### src/design/cab_pkg.sv
// shared constants and types for the color angle region box
package cab_pkg;

  localparam int DefFrameHeight = 260;
  localparam int DefFrameWidth  = 480;

  localparam int RefW    = 12;
  localparam int CosW    = 16;
  localparam int MarginW = 9;
  localparam int CoordW  = 9;
  localparam int ChanW   = 8;

  localparam int DotW  = 22;  // 3 * 4095 * 255
  localparam int NpixW = 18;  // 3 * 255 * 255
  localparam int NrefW = 26;  // 3 * 4095 * 4095
  localparam int DsqW  = 44;
  localparam int CnW   = CosW + NrefW;
  localparam int HalfW = CnW / 2;
  localparam int ProdW = HalfW + NpixW;
  localparam int CmpW  = DsqW + 16;

  localparam int CfgAddrW = 3;
  localparam int CfgDataW = 16;

  localparam logic [CfgAddrW-1:0] REG_REF_RED       = 3'd0;
  localparam logic [CfgAddrW-1:0] REG_REF_GREEN     = 3'd1;
  localparam logic [CfgAddrW-1:0] REG_REF_BLUE      = 3'd2;
  localparam logic [CfgAddrW-1:0] REG_COS_SQ_LIMIT  = 3'd3;
  localparam logic [CfgAddrW-1:0] REG_TOP_MARGIN    = 3'd4;
  localparam logic [CfgAddrW-1:0] REG_BOTTOM_MARGIN = 3'd5;

  localparam logic [CosW-1:0]    COS_SQ_RESET = 16'd63557;
  localparam logic [MarginW-1:0] TOP_RESET    = 9'd10;
  localparam logic [MarginW-1:0] BOTTOM_RESET = 9'd20;

  localparam int QueueDepth = 4;

  typedef struct packed {
    logic [CoordW-1:0] row;
    logic [CoordW-1:0] col;
    logic              last;
    logic              in_win;
    logic [DotW-1:0]   dot;
    logic [NpixW-1:0]  npix;
  } cab_item_t;

endpackage

### src/design/cab_front.sv
// front end: takes pixels, checks the row window, forms dot product and pixel norm
module cab_front
  import cab_pkg::*;
#(
  parameter int FRAME_HEIGHT = DefFrameHeight,
  parameter int FRAME_WIDTH  = DefFrameWidth
) (
  input  logic               clk,
  input  logic               rst,
  input  logic               push,
  output logic               full,
  input  logic [CoordW-1:0]  pix_row,
  input  logic [CoordW-1:0]  pix_col,
  input  logic [ChanW-1:0]   pix_red,
  input  logic [ChanW-1:0]   pix_green,
  input  logic [ChanW-1:0]   pix_blue,
  input  logic               frame_end,
  input  logic [RefW-1:0]    ref_red,
  input  logic [RefW-1:0]    ref_green,
  input  logic [RefW-1:0]    ref_blue,
  input  logic [MarginW-1:0] top_margin,
  input  logic [MarginW-1:0] bottom_margin,
  input  logic               q_full,
  output logic               q_push,
  output cab_item_t          q_item
);

  localparam int LimMax = (FRAME_HEIGHT > FRAME_WIDTH) ? FRAME_HEIGHT : FRAME_WIDTH;
  localparam int LimW   = $clog2(LimMax + 1);
  localparam int WinW   = (LimW > CoordW + 1) ? LimW : CoordW + 1;
  localparam logic [WinW-1:0] HLim = WinW'(FRAME_HEIGHT);
  localparam logic [WinW-1:0] WLim = WinW'(FRAME_WIDTH);

  logic            f_valid;
  cab_item_t       f_item;
  cab_item_t       f_next;
  logic [WinW-1:0] row_sum;
  logic            load;

  assign full   = f_valid && q_full;
  assign q_push = f_valid && !q_full;
  assign load   = push && !full;
  assign q_item = f_item;

  always_comb begin
    row_sum       = WinW'(pix_row) + WinW'(bottom_margin);
    f_next.row    = pix_row;
    f_next.col    = pix_col;
    f_next.last   = frame_end;
    f_next.in_win = (pix_row >= top_margin) && (row_sum < HLim) && (WinW'(pix_col) < WLim);
    f_next.dot    = DotW'(ref_red) * DotW'(pix_red)
                  + DotW'(ref_green) * DotW'(pix_green)
                  + DotW'(ref_blue) * DotW'(pix_blue);
    f_next.npix   = NpixW'(pix_red) * NpixW'(pix_red)
                  + NpixW'(pix_green) * NpixW'(pix_green)
                  + NpixW'(pix_blue) * NpixW'(pix_blue);
  end

  always_ff @(posedge clk) begin
    if (rst) begin
      f_valid <= 1'b0;
    end else if (load) begin
      f_valid <= 1'b1;
    end else if (q_push) begin
      f_valid <= 1'b0;
    end
  end

  always_ff @(posedge clk) begin
    if (load) begin
      f_item <= f_next;
    end
  end

endmodule

### config.mk
export PLATFORM = sky130hd
export DESIGN_NAME = cab_front
export DESIGN_NICKNAME = d
export VERILOG_FILES = /design/src/design/cab_pkg.sv /design/src/design/cab_front.sv
export SDC_FILE = /design/constraint.sdc
export NUM_CORES = 1
export LEC_CHECK = 0
export BUFFER_PORTS_ARGS = -buffer_cell sky130_fd_sc_hd__buf_4
export CAP_MARGIN = 10
export CORE_MARGIN = 5
export CORE_UTILIZATION = 52
export DETAILED_ROUTE_END_ITERATION = 7
export PLACE_DENSITY_LB_ADDON = 0.25
export SKIP_LAST_GASP = 1
export SLEW_MARGIN = 20
export SYNTH_ARGS = -nofsm -noshare
export SYNTH_HDL_FRONTEND = slang
export SYNTH_SLANG_ARGS = --single-unit
export TNS_END_PERCENT = 10
### constraint.sdc
create_clock -name clk -period 6.09 [get_ports clk]
set_clock_uncertainty 0.2 [all_clocks]
set_input_delay 0 -clock clk [delete_from_list [all_inputs] [get_ports clk]]
set_output_delay 0 -clock clk [all_outputs]
set_load 0.03 [all_outputs]
# After elaboration in Yosys (flattened, before gate mapping)
# Index checks and enable logic that the tools add are counted.
totals:
  reg_bits: 61
  in_bits: 101
classes:
  add_sub_neg: 5
  mul: 6
  magnitude_cmp: 3
  mux: 2
  n_reduce_logical: 8
ops:
  columns: ["operator", "n"]
  rows:
  - ["multiplier 12 x 8 -> 20 bit", 3]
  - ["multiplier 8 x 8 -> 16 bit", 3]
  - ["adder 21 x 20 -> 22 bit", 1]
  - ["adder 20 x 20 -> 21 bit", 1]
  - ["adder 17 x 16 -> 18 bit", 1]
  - ["adder 16 x 16 -> 17 bit", 1]
  - ["adder 9 x 9 -> 10 bit", 1]
  - ["< comparator 10 x 9 -> 1 bit, second input constant", 1]
  - [">= comparator 9 bit", 1]
  - ["< comparator 9 bit, second input constant", 1]
  - ["logical AND 1 bit", 5]
  - ["logical NOT 1 bit", 2]
  - ["two-way mux 1 bit", 2]
  - ["nonzero test 2 bit", 1]

# Longest topological paths before layout
logic_depth:
  ltp_word: 4
  mapped_depth: 24
  mapped_depth_nobuf: 23

# Worst setup path before layout
# Ideal clock, no wire load.
synth_path:
  kind: "input-to-reg"
  start: "input pix_blue[1]"
  end: "register f_item (netlist bit q_item[39]) (data pin)"
  setup_time_ps: 269
  arrival_time_ps: 5518
  t_required_ps: 5621
  setup_slack_ps: 104
  path_stages: 20
  cell_sequence: "clkbuf_1 > clkbuf_1 > nand2_1 > fa_1 > fa_1 > inv_1 > fa_1 > fa_1 > fa_1 > fa_1 > inv_1 > fa_1 > inv_1 > ha_1 > a211oi_2 > o21ai_0 > nor3b_1 > a311o_1 > mux2i_1 > o311ai_1"
synth_rtl:
  columns: ["element", "line_no", "rtl"]
  rows:
  - ["start, declared", "cab_front.sv:16", "input logic [ChanW-1:0] pix_blue,"]
  - ["end signal, assigned", "cab_front.sv:71", "f_item <= f_next;"]
  - ["end, declared", "cab_front.sv:35", "cab_item_t f_item;"]

==> impl_metrics.csv <==
group,metric,value,unit
yosys,synth-edff-count,60,
worst_setup_path,cp-end-kind,"register",
yosys,ys_types,52,
global_route,grt_pass1_wl,67000,um
yosys,synth_top_area_cell,"fa_1",
timing,period_share,95.9,%
yosys,syn_inst,1818,
placement,dp_cells,2412,
yosys,syn_nets,2500,
yosys,yosysWarningCount,0,
yosys,ys_top_cells_by_area,"fa_1 (44%), ha_1 (14%), inv_1 (11%)",
clock_tree,htree_levels,3,
routing,dr_total_vias,12200,
placement,gp_congestion,0.844,
worst_setup_path,crit_family,"adder cells",
routing,drcViolationCount,0,
routing,vias_per_cell,4.97,
placement,dp_worst_setup_slack,-91.4,ps
yosys,yosysTopAreaCellShare,43.5,%
yosys,yosysSeqAreaShare,10.4,%
routing,drt_iter0_markers,493,
clock_tree,cts_tree,"yes",
timing,slew_headroom,45.9,%
timing,fin_ws,253,ps
floorplanning,rows,67,
routing,totalWireLength,38400,um
floorplanning,io_pins,163,
worst_setup_path,path_cells,"dlygate4sd3_1 -> buf_4 -> nand2_1 -> fa_1 -> fa_1 -> inv_1 -> fa_1 -> fa_1 -> fa_1 -> fa_1 -> inv_1 -> fa_1 -> inv_1 -> ha_1 -> o211ai_1 -> a21o_1 -> a21oi_2 -> a311o_1 -> mux2i_1 -> o311ai_1",
global_route,grt_pass1_vias,13600,
yosys,synthFlopType,"edfxtp_1",
floorplanning,start_util,52.4,%
yosys,syn_area_per_cell,9.64,sq um
yosys,synth_seq_cells,61,
placement,portBuffers,162,
worst_setup_path,cp_slowest_cell,"fa_1",
global_route,grtUsageTotal,21.9,%
worst_hold_path,min_path_type,"in2reg",
floorplanning,die_area,37500,sq um
worst_setup_path,arrival,5730,ps
worst_setup_path,crit_type,"in2reg",
clock_tree,cts_setup_buffers,0,
worst_setup_path,startpoint_type,"primary input",
global_route,grt_antenna_before_repair,0,
timing,rsz0062_at_grt,"true",
global_route,grt_overflow,0,
global_route,grt_max_degree,61,
routing,wl_per_cell,15.6,um
yosys,netlist_area,17500,sq um
placement,dpl.hpwl,32600,um
floorplanning,die_y,194,um
worst_setup_path,critPathMaxStageDelay,560,ps
worst_setup_path,required,5980,ps
floorplanning,die_w,194,um
timing,worst_pin_slew,811,ps
layout,diodes,0,
yosys,async_flop_share,0,%
layout,final_layout_size_suffix_gt1_share,11.3,%
timing,slew_viol_final,0,
clock_tree,root_buffer,"clkbuf_16",
layout,fin_nets,2681,
routing,detail-route-antenna-nets,0,
job,cap_violations,0,
clock_tree,cts_sinks,61,
clock_tree,clockBufferDepth,2,
status,status,"completed",
timing,post-route-min-period,5840,ps
timing,hold_violations,0,
worst_setup_path,timing.critical_path.buf_inv,5,
layout,instances_no_fill,2452,
timing,setup_viol,0,
clock_tree,path_clk_slew,60,ps
worst_setup_path,crit_path_frequent_cell,"fa_1",
timing,fmax,171,MHz
routing,drtPass1Iterations,5,
layout,syn_to_final_growth,13.7,%
clock_tree,cts_buffers,9,
floorplanning,core_area,33400,sq um
clock_tree,insertion_delay,350,ps
worst_setup_path,crit_fanout,8,
## worst register-to-register path, cell delays in order, from the launching register on
cell	delay (ps)
dfxtp_1	300
and2_1	180
nor2b_4	110
buf_4	600
## placed cells by master, fill, tap and decap left out, types with 2 or more instances in the layout
cell type      count
inv_1            522
fa_1             381
and2_1           230
ha_1             200
buf_4            198
nand2_1          160
edfxtp_1          60
nor2_1            29
a21oi_1           28
xnor2_1           25
dlygate4sd3_1     24
o21ai_0           16
a21o_1            15
nor2b_1           14
xor2_1             9
clkbuf_16          9
nand3_1            7
a31oi_1            6
nand2b_1           5
o21a_1             4
and3_1             4
nor3_1             4
a211oi_2           3
a21oi_2            3
clkinv_4           3
or2_2              2
mux2i_1            2
nand3b_1           2
nor3b_1            2
o211ai_1           2
nand4_1            2
a31o_2             2
or3_1              2
a211oi_1           2
clkinv_2           2
## synth_stat cells, types with 2 or more instances
library cell  count
and2_1          230
o211ai_1          2
or3_1             2
nand3b_1          2
edfxtp_1         60
and3_1            4
o21a_1            4
a211oi_1          2
a21oi_1          29
o21ai_0          16
a21o_1           15
o21ai_1           2
nor3b_1           2
nor2_1           29
a31o_2            2
xor2_1            9
clkbuf_1         52
mux2i_1           2
xnor2_1          25
nor3_1            4
nand2b_1          5
nand3_1           7
or2_2             2
nand2_1         160
nand4_1           2
a31oi_1           6
inv_1           522
a21oi_2           2
nor2b_1          15
a211oi_2          3
fa_1            381
ha_1            200
## stage by stage
stage	hold slack [ps]	TNS, ps	area (sq um)	utilization (%)
floorplan	-128	0	17500	-
global placement	-42.3	-2.29	19400	58.0
detailed placement	-34.6	-212	19400	58.0
CTS	0.860	0	19900	59.6
global route	18.8	-26.3	19900	59.6
finish	21.2	0	19900	59.6
## state kept, by name (all words and copies together) (netlist names)
register and flops:
q_item 60, f_valid 1
## cell families after synthesis
group / Yosys count / share of synthesized area (%)
fa+ha+maj: 582 / 57.9
buf+inv: 574 / 12.3
simple gates: 466 / 13.9
compound gates: 99 / 3.74
flops: 61 / 10.4
xor+xnor: 34 / 1.70
mux: 2 / 0.114
## routing by layer
| metal | GRT usage (%) | vias to the layer above | wire length (um) |
|---|---|---|---|
| met3 | 2.70 | 48 | 1590 |
| met2 | 37.4 | 288 | 18800 |
| met1 | 29.8 | 6150 | 17100 |
| met5 | 0 | - | 0 |
| met4 | 5.95 | 0 | 915 |
| li1 | - | 5690 | - |
## area by class of cell
| cell class | count | area, sq um |
|---|---|---|
| Clock inverter | 7 | 75.1 |
| Sequential cell | 61 | 1820 |
| Inverter | 522 | 1960 |
| Multi-Input combinational cell | 1183 | 13600 |
| Clock buffer | 9 | 225 |
| Tap cell | 448 | 561 |
| Fill cell | 2917 | 13500 |
| Timing Repair Buffer | 222 | 1730 |
## path summary, 6_finish.rpt
kind	startpoint	to	slack, ps	cells past startpoint
max	ref_green[0]	q_item[39]$_DFFE_PP_	250	20
min reg2reg	f_valid$_SDFFE_PP0P_	q_item[53]$_DFFE_PP_	970	3
min	pix_red[0]	q_item[0]$_DFFE_PP_	20	2
max reg2reg	f_valid$_SDFFE_PP0P_	q_item[9]$_DFFE_PP_	4240	3
## what timing repair did
item / in CTS / in global routing
endpoints found under the hold margin: 24 / 0
gates resized for setup: 0 / 2
hold buffers: 24 / 0
endpoints found under the setup margin: 0 / 3
Power is left out: the tool's default activity adds up to more than one toggle a clock period on the data nets, which glitch-free logic cannot reach.
