`src/design/cab_pkg.sv`:
```
// shared constants and types for the color angle region box
package cab_pkg;

  localparam int DefFrameHeight = 260;
  localparam int DefFrameWidth  = 480;

  localparam int RefW    = 12;
  localparam int CosW    = 16;
  localparam int MarginW = 9;
  localparam int CoordW  = 9;
  localparam int ChanW   = 8;

  localparam int DotW  = 22;  // 3 * 4095 * 255
  localparam int NpixW = 18;  // 3 * 255 * 255
  localparam int NrefW = 26;  // 3 * 4095 * 4095
  localparam int DsqW  = 44;
  localparam int CnW   = CosW + NrefW;
  localparam int HalfW = CnW / 2;
  localparam int ProdW = HalfW + NpixW;
  localparam int CmpW  = DsqW + 16;

  localparam int CfgAddrW = 3;
  localparam int CfgDataW = 16;

  localparam logic [CfgAddrW-1:0] REG_REF_RED       = 3'd0;
  localparam logic [CfgAddrW-1:0] REG_REF_GREEN     = 3'd1;
  localparam logic [CfgAddrW-1:0] REG_REF_BLUE      = 3'd2;
  localparam logic [CfgAddrW-1:0] REG_COS_SQ_LIMIT  = 3'd3;
  localparam logic [CfgAddrW-1:0] REG_TOP_MARGIN    = 3'd4;
  localparam logic [CfgAddrW-1:0] REG_BOTTOM_MARGIN = 3'd5;

  localparam logic [CosW-1:0]    COS_SQ_RESET = 16'd63557;
  localparam logic [MarginW-1:0] TOP_RESET    = 9'd10;
  localparam logic [MarginW-1:0] BOTTOM_RESET = 9'd20;

  localparam int QueueDepth = 4;

  typedef struct packed {
    logic [CoordW-1:0] row;
    logic [CoordW-1:0] col;
    logic              last;
    logic              in_win;
    logic [DotW-1:0]   dot;
    logic [NpixW-1:0]  npix;
  } cab_item_t;

endpackage

```
`src/design/cab_back.sv`:
```
// back end: angle test over split multiplies, running box, result register
module cab_back
  import cab_pkg::*;
#(
  parameter int FRAME_HEIGHT = DefFrameHeight,
  parameter int FRAME_WIDTH  = DefFrameWidth
) (
  input  logic              clk,
  input  logic              rst,
  input  logic              q_empty,
  input  cab_item_t         q_item,
  output logic              q_pop,
  input  logic [CosW-1:0]   cos_sq_limit,
  input  logic [NrefW-1:0]  nref,
  input  logic              pop,
  output logic              out_valid,
  output logic              is_field,
  output logic              box_ready,
  output logic [CoordW-1:0] box_top,
  output logic [CoordW-1:0] box_bottom,
  output logic [CoordW-1:0] box_left,
  output logic [CoordW-1:0] box_right
);

  localparam int LimMax = (FRAME_HEIGHT > FRAME_WIDTH) ? FRAME_HEIGHT : FRAME_WIDTH;
  localparam int LimW   = $clog2(LimMax + 1);
  localparam int RunW   = (LimW > CoordW) ? LimW : CoordW;
  localparam logic [RunW-1:0] TopInit  = RunW'(FRAME_HEIGHT);
  localparam logic [RunW-1:0] LeftInit = RunW'(FRAME_WIDTH);

  logic adv;

  logic             s1_valid;
  cab_item_t        s1_item;
  logic [DsqW-1:0]  s1_dsq;
  logic [CnW-1:0]   s1_cn;

  logic             s2_valid;
  cab_item_t        s2_item;
  logic [DsqW-1:0]  s2_dsq;
  logic [ProdW-1:0] s2_plo;
  logic [ProdW-1:0] s2_phi;

  logic [CmpW-1:0]  lhs;
  logic [CmpW-1:0]  rhs;
  logic             hit;

  logic [RunW-1:0]  run_top, run_bottom, run_left, run_right;
  logic [RunW-1:0]  top_next, bottom_next, left_next, right_next;
  logic [RunW-1:0]  row_ext, col_ext;

  assign adv   = !out_valid || pop;
  assign q_pop = adv && !q_empty;

  // stage 1: square of dot, limit times reference norm
  always_ff @(posedge clk) begin
    if (rst) begin
      s1_valid <= 1'b0;
    end else if (adv) begin
      s1_valid <= q_pop;
    end
  end

  always_ff @(posedge clk) begin
    if (adv) begin
      s1_item <= q_item;
      s1_dsq  <= DsqW'(q_item.dot) * DsqW'(q_item.dot);
      s1_cn   <= CnW'(cos_sq_limit) * CnW'(nref);
    end
  end

  // stage 2: right side split in two halves times pixel norm
  always_ff @(posedge clk) begin
    if (rst) begin
      s2_valid <= 1'b0;
    end else if (adv) begin
      s2_valid <= s1_valid;
    end
  end

  always_ff @(posedge clk) begin
    if (adv) begin
      s2_item <= s1_item;
      s2_dsq  <= s1_dsq;
      s2_plo  <= ProdW'(s1_cn[HalfW-1:0]) * ProdW'(s1_item.npix);
      s2_phi  <= ProdW'(s1_cn[CnW-1:HalfW]) * ProdW'(s1_item.npix);
    end
  end

  // stage 3: compare and box update
  always_comb begin
    lhs     = {s2_dsq, 16'b0};
    rhs     = {s2_phi, {HalfW{1'b0}}} + CmpW'(s2_plo);
    hit     = s2_item.in_win && (s2_item.dot != '0) && (lhs > rhs);
    row_ext = RunW'(s2_item.row);
    col_ext = RunW'(s2_item.col);
    top_next    = (hit && row_ext < run_top)    ? row_ext : run_top;
    bottom_next = (hit && row_ext > run_bottom) ? row_ext : run_bottom;
    left_next   = (hit && col_ext < run_left)   ? col_ext : run_left;
    right_next  = (hit && col_ext > run_right)  ? col_ext : run_right;
  end

  always_ff @(posedge clk) begin
    if (rst) begin
      out_valid  <= 1'b0;
      run_top    <= TopInit;
      run_bottom <= '0;
      run_left   <= LeftInit;
      run_right  <= '0;
    end else if (adv) begin
      out_valid <= s2_valid;
      if (s2_valid) begin
        if (s2_item.last) begin
          run_top    <= TopInit;
          run_bottom <= '0;
          run_left   <= LeftInit;
          run_right  <= '0;
        end else begin
          run_top    <= top_next;
          run_bottom <= bottom_next;
          run_left   <= left_next;
          run_right  <= right_next;
        end
      end
    end
  end

  always_ff @(posedge clk) begin
    if (adv) begin
      is_field  <= hit;
      box_ready <= s2_item.last;
      box_top    <= s2_item.last ? top_next[CoordW-1:0]    : '0;
      box_bottom <= s2_item.last ? bottom_next[CoordW-1:0] : '0;
      box_left   <= s2_item.last ? left_next[CoordW-1:0]   : '0;
      box_right  <= s2_item.last ? right_next[CoordW-1:0]  : '0;
    end
  end

endmodule

```
`config.mk`:
```
export PLATFORM = sky130hd
export DESIGN_NAME = cab_back
export DESIGN_NICKNAME = d
export VERILOG_FILES = /design/src/design/cab_pkg.sv /design/src/design/cab_back.sv
export SDC_FILE = /design/constraint.sdc
export NUM_CORES = 2
export LEC_CHECK = 0
export ABC_CLOCK_PERIOD_IN_PS = 24100
export BUFFER_PORTS_ARGS = -buffer_cell sky130_fd_sc_hd__buf_4
export CORE_MARGIN = 4
export CORE_UTILIZATION = 50
export CTS_BUF_LIST = sky130_fd_sc_hd__clkbuf_16
export DETAILED_ROUTE_END_ITERATION = 10
export PLACE_DENSITY = 0.63
export SYNTH_ARGS = -nofsm -noshare
export SYNTH_HDL_FRONTEND = slang
export SYNTH_SLANG_ARGS = --single-unit
```
`constraint.sdc`:
```
create_clock -name clk -period 24.1 [get_ports clk]
set_input_delay 4.82 -clock clk [delete_from_list [all_inputs] [get_ports clk]]
set_output_delay 4.82 -clock clk [all_outputs]
set_load 0.01 [all_outputs]
```
## Word-level counts from Yosys, hierarchy flattened

Index checks and enable logic that the tools add are counted.

- Word-level logic and storage cells: 59
- Register bits: 387

- Reduce and logical (&&, ||, !) cells: 12
- $add $sub $neg: 1
- Multiply operators: 4
- Magnitude comparators: 5
- Multiplexer cells: 8

Operators by type and width:

| operator | number |
|---|---|
| multiplier 21 x 18 -> 39 bit | 2 |
| two-way mux 9 bit | 8 |
| adder 60 x 39 -> 60 bit | 1 |
| > comparator 60 bit | 1 |
| multiplier 22 x 22 -> 44 bit | 1 |
| multiplier 16 x 26 -> 42 bit | 1 |
| nonzero test 22 bit | 1 |
| > comparator 9 bit | 2 |
| < comparator 9 bit | 2 |
| logical AND 1 bit | 7 |
| zero test 1 bit | 2 |
| AND reduction 2 bit | 1 |
| logical OR 1 bit | 1 |

## Logic depth before layout (Yosys ltp)

- Depth after elaboration: 6
- Depth in mapped cells: 26
- Depth with buffers taken out: 25

## Worst setup path before layout

OpenSTA, ideal clock, no wires.

- Path type: in2reg
- Start: input pop
- End: register run_bottom[2]
- Setup slack: 10.882 ns
- Buffers on the path: 2
- Arrival: 13.102 ns
- Library setup time: 0.116 ns
- Required time: 23.984 ns
- Stages: 8
- Path through: nor2b_1 inv_1 and2_1 clkbuf_1 nor2_1 clkbuf_1 a32o_1 a31o_2

- Cells in the longest elaborated chain, start to end: 2

Ends and longest elaborated chain:

| what | RTL line | source |
|---|---|---|
| from (decl) | cab_back.sv:15 | `input logic pop,` |
| logical OR 1 bit | cab_back.sv:52 | `assign adv = !out_valid \|\| pop;` |
| AND reduction 2 bit (no source line) | - |  |
| to (signal assigned) | cab_back.sv:120 | `run_bottom <= bottom_next;` |
| to (decl) | cab_back.sv:48 | `logic [RunW-1:0] run_top, run_bottom, run_left, run_right;` |

No other way between the ends.
A chain may end at the register's enable or synchronous reset.

## Worst setup path in the final report

- Start: input q_item[24] (netlist bit)
- End: register s1_dsq[40] (data pin)

- Cells in the longest elaborated chain, start to end: 1

Ends and longest elaborated chain:

| what | RTL line | source |
|---|---|---|
| from (decl) | cab_back.sv:11 | `input cab_item_t q_item,` |
| multiplier 22 x 22 -> 44 bit | cab_back.sv:67 | `s1_dsq <= DsqW'(q_item.dot) * DsqW'(q_item.dot);` |
| to (signal assigned) | cab_back.sv:67 |  |
| to (decl) | cab_back.sv:35 | `logic [DsqW-1:0] s1_dsq;` |

No other way between the ends.

==> flow_metrics.tcl <==
set metrics [dict create \
    clock_sinks 383 \
    drt_drc_violations_left 0 \
    clk_transition_reported_paths_ns 0.06 \
    synth_nets 8942 \
    finalSetupTns_ns 0 \
    busiest_layer "met2" \
    firstDrtPassIters 6 \
    antenna_cells 0 \
    min_path_type "register to register" \
    globalRouteTotalUtil_pct 22.1 \
    cts.path.max_buffers 3 \
    drt-initial-drc-count 2309 \
    ios 146 \
    setup_viol 0 \
    dp_cells 8597 \
    hold_viol 0 \
    totalWireLength_mm 150 \
    synth_warnings 0 \
    final-instance-count-excl-fill 8682 \
    rows 133 \
    relSlewSlack_pct 25.6 \
    grtUsageMet1_pct 29.1 \
    grt.overflow.total 0 \
    postCtsSetupBuffers 0 \
    multi_input_area_um2 48200 \
    postCtsHoldBufs 0 \
    start_kind "input pin" \
    tightest_slew_ns 1.12 \
    grt_use_met2_pct 38.3 \
    ys.flop_type "edfxtp_1" \
    final_common_cell "inv_1" \
    cts-buffers-inserted 46 \
    ys_types 94 \
    period_share_pct 45.6 \
    cpMaxStageDelayCell "fa_1" \
    antenna_found_initial 0 \
    wire_per_inst_um 17.3 \
    die_x_um 373 \
    grt_pass1_vias 49000 \
    fin_nets 8880 \
    htreeDepth 2 \
    area_growth_pct 5.89 \
    nFillCells 12100 \
    clock.fmax_mhz 91.0 \
    syn_area_um2 66800 \
    drive_gt1_share_pct 4.40 \
    vias_per_cell 5.30 \
    grt_use_met3_pct 2.57 \
    run_status "finished clean" \
    routabilityCongestion 0.855 \
    slew_violations 0 \
    final_cell_mix "1678 x inv_1, 1284 x fa_1, 1068 x nand2_1" \
    cts_tree "yes" \
    clk_latency_ns 0.65 \
    clockRootBuffer "clkbuf_16" \
    portBuffers 145 \
    cts_resized 0 \
    path_cells "buf_4 -> inv_1 -> nor2_1 -> inv_1 -> fa_1 -> inv_1 -> fa_1 -> inv_1 -> fa_1 -> inv_1 -> fa_1 -> fa_1 -> fa_1 -> fa_1 -> ha_1 -> nand3_1 -> nor2_1 -> nand3_1 -> o221ai_1 -> o21a_1 -> o21ai_1 -> o21ai_1 -> o311ai_1" \
    rsz0062_at_grt "false" \
    synth_edf_count 344 \
    maxCapViolations 0 \
    crit_required_ns 24.45 \
    grt_max_degree 168 \
    regArea_um2 11100 \
    cp.arrival_ns 11.33 \
    core_area_um2 132000 \
    worst-setup-path-type "input pin to register" \
    path_max_fanout 20 \
    synthArstFlopShare_pct 0 \
    hpwl_mm 116 \
    start_util_pct 50.5 \
    worstSetupEndpointType "register" \
    via_count 46000 \
    grt_first_pass_wirelength_mm 251 \
    max_stage_delay_ns 0.52 \
    drtAntennaViolNets 0 \
    synth-seq-cells 383 \
    ys_seq_area_share_pct 16.6 \
    finalCriticalPeriod_ns 10.99 \
    syn_avg_cell_area_um2 9.60 \
    clock_skew_ns 0.0653 \
    fp.dieH_um 373 \
    syn_inst 6952 \
    dieArea_um2 139000 \
    cp_common_cell "fa_1" \
]
-- path summary, 6_finish.rpt --
| kind | start | endpoint | slack [ns] | depth (start not counted) |
|---|---|---|---|---|
| worst min register to register | s1_item[29]$_DFFE_PN_ | s2_item[29]$_DFFE_PN_ | 0.40 | 0 |
| worst max register to register | s1_cn[31]$_DFFE_PN_ | s2_phi[38]$_DFFE_PN_ | 16.92 | 20 |
| worst max-delay path | q_item[24] | s1_dsq[40]$_DFFE_PN_ | 13.11 | 23 |
| worst min-delay path | s1_item[29]$_DFFE_PN_ | s2_item[29]$_DFFE_PN_ | 0.40 | 0 |
-- area by class of cell --
cell class,count,share of cell area [%]
clock inverters,39,0.533
inverters,1672,8.89
well taps,1755,3.11
flip-flops and latches,383,15.7
clock buffers,46,1.63
repair buffers,178,1.91
multi-input cells,4609,68.2
-- state kept, by name (all words and copies together) (netlist names), 24 cells and up --
name     count
s2_plo      39
s1_cn       42
s2_item     24
s2_dsq      42
s1_dsq      42
s2_phi      39
s1_item     60
-- Yosys cell counts, types with 6 or more instances --
| cell | number | area [µm²] |
|---|---|---|
| a211oi_1 | 26 | 195 |
| a21o_1 | 89 | 668 |
| a21oi_1 | 151 | 756 |
| a31o_2 | 12 | 105 |
| a31oi_1 | 12 | 75.1 |
| a32o_1 | 9 | 90.1 |
| a32oi_1 | 24 | 210 |
| a41oi_1 | 6 | 52.6 |
| and2_1 | 469 | 2930 |
| and3_1 | 25 | 156 |
| and4_1 | 11 | 96.3 |
| clkbuf_1 | 272 | 1020 |
| dfxtp_1 | 39 | 781 |
| edfxtp_1 | 344 | 10300 |
| fa_1 | 1284 | 25700 |
| ha_1 | 600 | 7510 |
| inv_1 | 1670 | 6270 |
| mux2i_1 | 30 | 300 |
| nand2_1 | 1068 | 4010 |
| nand2b_1 | 18 | 113 |
| nand3_1 | 47 | 235 |
| nand4_1 | 25 | 156 |
| nor2_1 | 139 | 522 |
| nor2b_1 | 23 | 144 |
| nor3_1 | 35 | 175 |
| nor4_1 | 10 | 62.6 |
| o211ai_1 | 18 | 135 |
| o21a_1 | 27 | 203 |
| o21ai_0 | 66 | 330 |
| o21ai_1 | 30 | 150 |
| o21bai_1 | 18 | 135 |
| o31a_1 | 9 | 78.8 |
| o31ai_1 | 27 | 203 |
| or2_2 | 10 | 62.6 |
| or3_1 | 7 | 43.8 |
| xnor2_1 | 127 | 1110 |
| xor2_1 | 61 | 534 |
-- through the flow --
stage | hold slack, ns | util [%] | setup WS, ns | instance area (µm²)
floorplan | 0.400 | - | 10.88 | 66800
global placement | 0.400 | 52.3 | 12.59 | 69200
detailed placement | 0.405 | 52.3 | 12.53 | 69200
CTS | 0.393 | 53.5 | 13.20 | 70700
global route | 0.412 | 53.5 | 12.79 | 70700
finish | 0.396 | 53.5 | 13.11 | 70700
-- kinds of logic after synthesis --
group	count (synthesis)	share of synthesized area, %
fa+ha+maj	1885	49.8
xor+xnor	188	2.47
compound gates	598	6.23
simple gates	1907	13.3
buf+inv	1960	11.1
flops	383	16.6
mux	31	0.467
-- worst max-delay path, delay by kind of cell --
kind                     cells  cell delay, ns
AO/OA/AOI/OAI                5            1.28
adder cells (fa/ha/maj)      8            3.72
buffers and inverters        6            0.73
AND/OR/NAND/NOR              4            0.76
-- routing by layer --
metal | part of all wire [%] | routed length, µm
met5 | 0 | 0
met4 | 3.2 | 4840
met3 | 5.0 | 7520
met2 | 50 | 75600
met1 | 42 | 62400
Power is left out: the tool's default activity adds up to more than one toggle a clock period on the data nets, which glitch-free logic cannot reach.
