**src/design/cab_pkg.sv**
```systemverilog
// shared constants and types for the color angle region box
package cab_pkg;

  localparam int DefFrameHeight = 260;
  localparam int DefFrameWidth  = 480;

  localparam int RefW    = 12;
  localparam int CosW    = 16;
  localparam int MarginW = 9;
  localparam int CoordW  = 9;
  localparam int ChanW   = 8;

  localparam int DotW  = 22;  // 3 * 4095 * 255
  localparam int NpixW = 18;  // 3 * 255 * 255
  localparam int NrefW = 26;  // 3 * 4095 * 4095
  localparam int DsqW  = 44;
  localparam int CnW   = CosW + NrefW;
  localparam int HalfW = CnW / 2;
  localparam int ProdW = HalfW + NpixW;
  localparam int CmpW  = DsqW + 16;

  localparam int CfgAddrW = 3;
  localparam int CfgDataW = 16;

  localparam logic [CfgAddrW-1:0] REG_REF_RED       = 3'd0;
  localparam logic [CfgAddrW-1:0] REG_REF_GREEN     = 3'd1;
  localparam logic [CfgAddrW-1:0] REG_REF_BLUE      = 3'd2;
  localparam logic [CfgAddrW-1:0] REG_COS_SQ_LIMIT  = 3'd3;
  localparam logic [CfgAddrW-1:0] REG_TOP_MARGIN    = 3'd4;
  localparam logic [CfgAddrW-1:0] REG_BOTTOM_MARGIN = 3'd5;

  localparam logic [CosW-1:0]    COS_SQ_RESET = 16'd63557;
  localparam logic [MarginW-1:0] TOP_RESET    = 9'd10;
  localparam logic [MarginW-1:0] BOTTOM_RESET = 9'd20;

  localparam int QueueDepth = 4;

  typedef struct packed {
    logic [CoordW-1:0] row;
    logic [CoordW-1:0] col;
    logic              last;
    logic              in_win;
    logic [DotW-1:0]   dot;
    logic [NpixW-1:0]  npix;
  } cab_item_t;

endpackage

```
**src/design/cab_queue.sv**
```systemverilog
// short queue between front and back
module cab_queue
  import cab_pkg::*;
#(
  parameter int DEPTH = QueueDepth
) (
  input  logic      clk,
  input  logic      rst,
  input  logic      push,
  input  cab_item_t din,
  output logic      full,
  input  logic      pop,
  output cab_item_t dout,
  output logic      empty
);

  localparam int PtrW = (DEPTH > 1) ? $clog2(DEPTH) : 1;
  localparam int CntW = $clog2(DEPTH + 1);
  localparam logic [PtrW-1:0] LastPtr = PtrW'(DEPTH - 1);
  localparam logic [CntW-1:0] DepthCnt = CntW'(DEPTH);

  cab_item_t       mem [DEPTH];
  logic [PtrW-1:0] wr_ptr;
  logic [PtrW-1:0] rd_ptr;
  logic [CntW-1:0] count;
  logic            do_push;
  logic            do_pop;

  assign full    = (count == DepthCnt);
  assign empty   = (count == '0);
  assign do_push = push && !full;
  assign do_pop  = pop && !empty;
  assign dout    = mem[rd_ptr];

  always_ff @(posedge clk) begin
    if (rst) begin
      wr_ptr <= '0;
      rd_ptr <= '0;
      count  <= '0;
    end else begin
      if (do_push) begin
        wr_ptr <= (wr_ptr == LastPtr) ? '0 : wr_ptr + 1'b1;
      end
      if (do_pop) begin
        rd_ptr <= (rd_ptr == LastPtr) ? '0 : rd_ptr + 1'b1;
      end
      if (do_push && !do_pop) begin
        count <= count + 1'b1;
      end else if (do_pop && !do_push) begin
        count <= count - 1'b1;
      end
    end
  end

  always_ff @(posedge clk) begin
    if (do_push) begin
      mem[wr_ptr] <= din;
    end
  end

endmodule

```
**config.mk**
```make
export PLATFORM = sky130hd
export DESIGN_NAME = cab_queue
export DESIGN_NICKNAME = d
export VERILOG_FILES = /design/src/design/cab_pkg.sv /design/src/design/cab_queue.sv
export SDC_FILE = /design/constraint.sdc
export NUM_CORES = 1
export LEC_CHECK = 0
export ABC_AREA = 1
export BUFFER_PORTS_ARGS = -buffer_cell sky130_fd_sc_hd__buf_2
export CAP_MARGIN = 25
export CORE_ASPECT_RATIO = 1.2
export CORE_UTILIZATION = 29
export CTS_CLUSTER_SIZE = 14
export DETAILED_ROUTE_END_ITERATION = 12
export GPL_ROUTABILITY_DRIVEN = 1
export PLACE_DENSITY_LB_ADDON = 0.12
export SYNTH_ARGS = -nofsm -noshare
export SYNTH_HDL_FRONTEND = slang
export SYNTH_SLANG_ARGS = --single-unit
```
**constraint.sdc**
```tcl
create_clock -name clk -period 10.5 [get_ports clk]
set_input_delay 1.575 -clock clk [delete_from_list [all_inputs] [get_ports clk]]
set_output_delay 1.575 -clock clk [all_outputs]
set_load 0.05 [all_outputs]
```
# Word-level counts from Yosys, hierarchy flattened
# Memories as Yosys holds them, arrays and structs flattened. A register that Yosys moved wholly into a read port is not among the register bits.
# Cells that the tools add are included.
[word_totals]
n_memories = 1
regBits = 7
elab_cells = 29
in_bits = 64
ramBits = 240
[mem_list]
columns = ["name", "depth", "width", "rd", "rd_clocked_by_memory_dff", "write_ports", "line_no", "text"]
rows = [
  ["mem", 4, 60, 1, 1, 1, "cab_queue.sv:22", "cab_item_t mem [DEPTH];"],
]
[op_classes]
muxes = 8
n_addsub = 4
eq_ne = 3
n_reduce_logical = 10
[op_table]
columns = ["op", "n"]
rows = [
  ["$mux 2", 4],
  ["$mux 3", 2],
  ["$add 2x1->2 const B", 2],
  ["$eq 2x2->1 const B", 2],
  ["$logic_and 1x1->1", 4],
  ["$logic_not 1->1", 4],
  ["$add 3x1->3 const B", 1],
  ["$eq 3x3->1 const B", 1],
  ["$logic_not 3->1", 1],
  ["$sub 3x1->3 const B", 1],
  ["$mux 1", 2],
  ["$reduce_bool 2->1", 1],
]

# Longest topological paths before layout
# Gate-level depths: netlist (run 1).
[logic_depth]
depth_word = 7
depth_mapped = 13

# Least setup slack after synthesis (run 1)
# OpenSTA, ideal clock, no wires.
[synth_timing]
path_kind = "input port to flip-flop"
start = "in push"
end = "mem mem[0][0] (netlist bit) (enable)"
setup_time_ns = 0.478
setup_slack_ns = 5.792
stages = 2
n_path_buf = 0
arrival_ns = 4.229
cell_sequence = "nand2_1 nor2_1"
[synth_via]
elab_chain_cells = 3
[synth_rtl]
columns = ["element", "line_no", "text"]
rows = [
  ["start: declaration", "cab_queue.sv:9", "input logic push,"],
  ["$logic_and 1x1->1", "cab_queue.sv:31", "assign do_push = push && !full;"],
  ["$mux 1", "cab_queue.sv:56", "if (do_push) begin"],
  ["$mux 1 (implied by the code)", "cab_queue.sv:57", "mem[wr_ptr] <= din;"],
  ["end: declaration", "cab_queue.sv:22", ""],
]
# No other way between the ends.

==> results of run 1 <==
[logic make-up (layout without fill, tap and decap cells)]
logic type	after synthesis	in the layout
flip-flops	249	249
AND/OR/NAND/NOR	155	155
AO/OA/AOI/OAI	183	183
buffers and inverters	56	203
adder cells (fa/ha/maj)	7	7
XOR/XNOR	1	1
other	0	1
[metal layers]
layer  GRT usage (%)  vias up
li1                -     2681
met4            3.64        4
met2            23.9      105
met5               0        -
met3            2.74       37
met1            16.5     2888
[Yosys cell counts]
cell type and instances:
sky130_fd_sc_hd__edfxtp_1 240, sky130_fd_sc_hd__xor2_1 1, sky130_fd_sc_hd__nand3b_1 2, sky130_fd_sc_hd__nand3_1 1
sky130_fd_sc_hd__inv_2 1, sky130_fd_sc_hd__o21ai_1 40, sky130_fd_sc_hd__buf_2 3, sky130_fd_sc_hd__o22ai_1 40
sky130_fd_sc_hd__buf_6 9, sky130_fd_sc_hd__a21oi_1 2, sky130_fd_sc_hd__nand4_1 1, sky130_fd_sc_hd__nor2_1 117
sky130_fd_sc_hd__clkbuf_1 23, sky130_fd_sc_hd__inv_1 17, sky130_fd_sc_hd__o21ai_0 81, sky130_fd_sc_hd__o22ai_2 20
sky130_fd_sc_hd__nand2_1 14, sky130_fd_sc_hd__buf_8 3, sky130_fd_sc_hd__ha_1 6, sky130_fd_sc_hd__dfxtp_1 9
sky130_fd_sc_hd__fa_1 1, sky130_fd_sc_hd__nor2_2 20
[cell type report]
class	instances	area share [%]
clock buffer	32	6.27
clock inverter	16	1.64
timing repair buffer	137	6.75
multi-input combinational	346	16.4
tap	407	4.40
antenna	1	0.0216
inverter	18	0.606
sequential	249	63.9
[worst max-delay path by stage]
stage                     start                  end  slack (ns)  cells past startpoint
after floorplan            push  mem[0][0]$_DFFE_PP_        5.79                      2
after global placement     flop             dout[49]        6.43                      5
after detailed placement   flop             dout[49]        6.39                      5
after CTS                  flop             dout[49]        5.82                      5
after global routing       flop              dout[5]        5.65                      5
final                      flop             dout[49]        5.90                      5
[report_power, final]
group	internal (uW)	switching, uW	leakage, uW	total (uW)
Combinational	278	991	0.00132	1270
Clock	589	381	0.000441	970
Sequential	1210	40.1	0.00227	1250
Total	2080	1410	0.00403	3490
[state kept, by name (all words and copies together) (netlist names), named ones only]
| register | cells |
|---|---|
| rd_ptr | 2 |
| mem | 240 |
| wr_ptr | 2 |
| count | 3 |
[stage by stage]
| stage | total power, uW | instances | worst slack [ns] | utilization (%) | hold WS, ns |
|---|---|---|---|---|---|
| 2_1_floorplan | 2240 | 651 | 5.79 | - | 0.483 |
| 3_3_place_gp | 2540 | 1153 | 6.43 | 32.6 | 0.514 |
| 3_5_place_dp | 2570 | 1156 | 6.39 | 32.8 | 0.547 |
| 4_1_cts | 3550 | 1204 | 5.82 | 35.7 | 0.555 |
| 5_1_grt | 3660 | 1206 | 5.65 | 35.8 | 0.567 |
| 6_report | 3490 | 1206 | 5.90 | 35.8 | 0.545 |
[critical path, stage by stage (launching register included)]
cell                      delay, ns
sky130_fd_sc_hd__dfxtp_4       0.45
sky130_fd_sc_hd__inv_4         0.53
sky130_fd_sc_hd__buf_4         0.70
sky130_fd_sc_hd__o21ai_0       0.20
sky130_fd_sc_hd__o22ai_2       0.20
sky130_fd_sc_hd__buf_2         0.31
==> insert_results.sql, run 1 <==
INSERT INTO impl_metrics (metric_group, metric, value, unit) VALUES
('yosys', 'synth.yosys.warnings', '0', ''),
('power', 'ir_drop', '110', 'uV'),
('grt', 'antenna_found_initial', '3', ''),
('hold_path', 'hold_path_origin', 'rd_ptr[1]$_SDFFE_PP0P_', ''),
('clock_tree', 'clk_pin_slew_worst_paths', '0.06', 'ns'),
('die', 'start_util', '29.6', '%'),
('grt', 'vias_in_the_first_global_route', '5985', ''),
('yosys', 'yosys.cell_types.count', '22', ''),
('grt', 'grt_pass1_wl', '35100', 'um'),
('critical_path', 'setup.worst_path.start_class', 'flop', ''),
('yosys', 'yosysTopAreaCell', 'sky130_fd_sc_hd__edfxtp_1', ''),
('timing', 'fin_crit', '4.60', 'ns'),
('run', 'timing.max_cap.violations', '0', ''),
('critical_path', 'reg2reg_setup_slack', '7.95', 'ns'),
('yosys', 'synthDominantCellAreaShare', '75.3', '%'),
('route', 'route.layer.met1.wl', '9750', 'um'),
('timing', 'maxSlewViolCount', '0', ''),
('finish', 'drive_gt1_share', '28.4', '%'),
('yosys', 'synth_area_leaders', 'sky130_fd_sc_hd__edfxtp_1, sky130_fd_sc_hd__nor2_1, sky130_fd_sc_hd__o21ai_0', ''),
('clock_tree', 'cts-hold-fix-buffers', '0', ''),
('route', 'post-route-drc-count', '0', ''),
('status', 'run_status', 'completed', ''),
('clock_tree', 'numClockSinks', '249', ''),
('finish', 'most-common-layout-cells', 'sky130_fd_sc_hd__edfxtp_1, sky130_fd_sc_hd__buf_2, sky130_fd_sc_hd__nor2_1', ''),
('critical_path', 'timing.setup.critical_path_class', 'flop to primary output', ''),
('yosys', 'muxShareOfSynthArea', '0', '%'),
('yosys', 'synth.yosys.seq_area_share', '77.2', '%'),
('place', 'placed_area', '10600', 'um2'),
('timing', 'maxSlewHeadroom', '38.4', '%'),
('yosys', 'combinational_family_with_the_most_area_after_synthesis', 'compound AO/OA/AOI/OAI gates', ''),
('die', 'ios', '126', ''),
('timing', 'worst_slew_pin_slew', '0.924', 'ns'),
('critical_path', 'critPathArrivalTime', '3.03', 'ns'),
('timing', 'hold_vio_cnt_final', '0', ''),
('yosys', 'synth.ff_latch_count', '249', ''),
('route', 'drt_pass1_iterations', '4', ''),
('place', 'hpwl', '13300', 'um'),
('timing', 'rsz_0062_raised_after_global_routing', 'no', ''),
('route', 'drt-total-wl', '22600', 'um'),
('timing', 'report.final.setup_viol', '0', ''),
('power', 'power_per_cell_area', '302', 'nW/um2'),
('grt', 'track_usage', '13.5', '%'),
('yosys', 'synthXorXnorAreaFrac', '0.0916', '%'),
('die', 'floorplan.die.height', '201', 'um'),
('critical_path', 'worst-path-max-fanout', '63', ''),
('clock_tree', 'cts_htree_levels', '1', ''),
('timing', 'max_freq', '217', 'MHz'),
('finish', 'most_frequent_standard_cell_in_the_layout_excluding_fill_and_tap_cells', 'sky130_fd_sc_hd__edfxtp_1', ''),
('critical_path', 'end_kind', 'primary output', ''),
('hold_path', 'min_path_cells', '2', ''),
('clock_tree', 'root_buffer', 'sky130_fd_sc_hd__clkbuf_16', ''),
('route', 'final_antenna_net_count', '0', ''),
('finish', 'final_nets', '850', ''),
('yosys', 'synth_compound_area_share', '11.7', '%'),
('hold_path', 'worstHoldPathType', 'flop to flop', ''),
('die', 'row_count', '72', ''),
('route', 'drt-wirelength-per-cell', '18.7', 'um'),
('die', 'floorplan.core_area', '32300', 'um2'),
('grt', 'gr-total-overflow', '0', ''),
('place', 'buffer_ports.inserted', '125', ''),
('route', 'maxUsedRoutingLayer', 'met5', ''),
('die', 'die_x', '168', 'um'),
('timing', 'finalClockSkew', '0.0101', 'ns'),
('route', 'viasPerCell', '4.74', ''),
('critical_path', 'worstRegToRegCells', '6', ''),
('critical_path', 'r2r_end', 'mem[3][48]$_DFFE_PP_', ''),
('clock_tree', 'clock_latency', '0.53', 'ns'),
('yosys', 'synth_simple_gate_area_share', '6.72', '%'),
('finish', 'final-seq-area', '7390', 'um2'),
('finish', 'multiInputGateArea', '1890', 'um2'),
('critical_path', 'crit-reg2reg-launch', 'count[1]$_SDFFE_PP0P_', '');
No activity file was read; power rests on OpenSTA's default activity.
==> run 2: changes to the inputs <==
- clock period: 10.5 -> 4.4 ns (I/O delays scaled with it)
==> insert_results.sql, run 2 (synthesis gave the netlist of run 1 again) <==
INSERT INTO impl_metrics (metric_group, metric, value, unit) VALUES
('timing', 'maxSlewHeadroom', '36.5', '%'),
('finish', 'regMostFlops', 'mem', ''),
('place', 'dp_slack', '1.43', 'ns'),
('clock_tree', 'post_cts.repair.setup_buffers', '0', ''),
('finish', 'antenna_diode_instance_count', '0', ''),
('clock_tree', 'numClockSinks', '249', ''),
('clock_tree', 'cts-root-to-sink-buffers', '3', ''),
('timing', 'report.final.setup_viol', '0', ''),
('route', 'drt-total-wl', '22400', 'um'),
('clock_tree', 'clock_latency', '0.52', 'ns'),
('critical_path', 'cp_cell_sequence', 'buf_4 > o21ai_0 > o22ai_1 > buf_2', ''),
('finish', 'area.growth.synth_to_final', '20.0', '%'),
('critical_path', 'critPathRequiredTime', '3.74', 'ns'),
('die', 'die_x', '168', 'um'),
('die', 'row_count', '72', ''),
('critical_path', 'setup.worst_path.start_class', 'flop', ''),
('finish', 'drive_gt1_share', '28.5', '%'),
('die', 'die_area', '33700', 'um2'),
('status', 'run_status', 'completed', ''),
('run', 'timing.max_cap.violations', '0', ''),
('place', 'globalplace.congestion', '0.711', ''),
('power', 'power_per_cell_area', '715', 'nW/um2'),
('clock_tree', 'tritoncts_clock_tree', 'built', ''),
('timing', 'timing.hold.ws', '0.345', 'ns'),
('die', 'ios', '126', ''),
('hold_path', 'worstHoldPathType', 'input pin to flop', ''),
('timing', 'timing.setup.tns', '0', 'ns'),
('finish', 'most-common-layout-cells', 'sky130_fd_sc_hd__edfxtp_1, sky130_fd_sc_hd__buf_2, sky130_fd_sc_hd__nor2_1', ''),
('place', 'hpwl', '12700', 'um'),
('timing', 'max_freq', '289', 'MHz'),
('route', 'initialDrtViolationCount', '242', ''),
('finish', 'final_nets', '850', ''),
('clock_tree', 'cts-hold-fix-buffers', '0', ''),
('die', 'start_util', '29.6', '%'),
('critical_path', 'cp_num_buf_inv', '2', ''),
('finish', 'biggestRegsByFlops', 'mem x240, count x3', ''),
('die', 'floorplan.die.height', '201', 'um'),
('timing', 'maxSlewViolCount', '0', ''),
('grt', 'gr-total-overflow', '0', ''),
('critical_path', 'critPathArrivalTime', '2.80', 'ns'),
('route', 'routed-via-count', '5659', ''),
('clock_tree', 'number_of_resized_instances_in_the_post_cts_repair_step', '0', ''),
('clock_tree', 'clk_pin_slew_worst_paths', '0.06', 'ns'),
('route', 'viasPerCell', '4.70', ''),
('timing', 'hold_vio_cnt_final', '0', ''),
('power', 'ir_drop', '499', 'uV'),
('power', 'static-leakage-power', '0.00402', 'uW'),
('critical_path', 'critPathTopFamily', 'buffers and inverters', ''),
('grt', 'grt_pass1_wl', '34600', 'um'),
('clock_tree', 'cts_htree_levels', '1', ''),
('critical_path', 'end_kind', 'primary output', ''),
('place', 'buffer_ports.inserted', '125', ''),
('timing', 'finalCritPeriodShare', '78.7', '%'),
('grt', 'vias_in_the_first_global_route', '5947', ''),
('critical_path', 'cpMaxStageDelayCell', 'sky130_fd_sc_hd__buf_4', ''),
('timing', 'worst_slew_pin_slew', '0.950', 'ns'),
('timing', 'rsz_0062_raised_after_global_routing', 'no', ''),
('grt', 'track_usage', '13.5', '%'),
('finish', 'most_frequent_standard_cell_in_the_layout_excluding_fill_and_tap_cells', 'sky130_fd_sc_hd__edfxtp_1', ''),
('clock_tree', 'root_buffer', 'sky130_fd_sc_hd__clkbuf_16', ''),
('grt', 'antenna_found_initial', '1', ''),
('route', 'post-route-drc-count', '0', ''),
('critical_path', 'critical-path-max-stage-delay', '0.72', 'ns'),
('finish', 'largest_reg_flops', '240', ''),
('clock_tree', 'cts_buffers', '27', ''),
('timing', 'finalClockSkew', '0.0137', 'ns'),
('critical_path', 'timing.setup.critical_path_class', 'flop to primary output', ''),
('grt', 'grt_max_degree', '71', ''),
('die', 'floorplan.core_area', '32300', 'um2'),
('timing', 'fin_crit', '3.46', 'ns'),
('critical_path', 'worst-path-max-fanout', '70', ''),
('route', 'drt_pass1_iterations', '4', ''),
('route', 'drt-wirelength-per-cell', '18.6', 'um'),
('timing', 'final.setup.worst_slack', '0.937', 'ns'),
('route', 'final_antenna_net_count', '0', ''),
('place', 'placed_area', '10600', 'um2'),
('finish', 'finish.instance_area', '11500', 'um2');
[run 2: layer usage]
layer  track usage, %  vias up  wire [um]
li1                 -     2684          -
met5                0        -         13
met1             16.1     2837       9400
met4             3.15        2        331
met3             2.35       29        918
met2             24.8      107      11800
[run 2: metrics by stage]
step | cells | util, % | total power, uW
after floorplan | 651 | - | 5350
after global placement | 1157 | 32.8 | 6090
after CTS | 1203 | 35.5 | 8350
final | 1203 | 35.5 | 8200
after global routing | 1203 | 35.5 | 8630
after detailed placement | 1157 | 32.8 | 6130
[run 2: area by class of cell]
type | count | area [um2]
sequential | 249 | 7390
multi-input combinational | 346 | 1890
tap | 407 | 509
inverter | 18 | 70.1
fill | 3109 | 20900
clock buffer | 36 | 802
timing repair buffer | 137 | 741
clock inverter | 10 | 75.1
[run 2: final timing paths]
| kind | from | to | depth (start not counted) | slack, ns |
|---|---|---|---|---|
| setup / recovery | flop | dout[21] | 4 | 0.94 |
| hold / removal | rst | count[0]$_SDFFE_PP0P_ | 2 | 0.35 |
| setup reg to reg | count[0]$_SDFFE_PP0P_ | mem[1][37]$_DFFE_PP_ | 5 | 1.93 |
| hold reg to reg | rd_ptr[1]$_SDFFE_PP0P_ | flop | 2 | 0.52 |
[run 2: power breakdown]
| part | leakage (uW) | switching [uW] | internal, uW | total, uW |
|---|---|---|---|---|
| clock | 0.000437 | 866 | 1320 | 2190 |
| sequential | 0.00227 | 116 | 2890 | 3010 |
| combinational | 0.00131 | 2340 | 661 | 3000 |
| total | 0.00402 | 3320 | 4880 | 8200 |
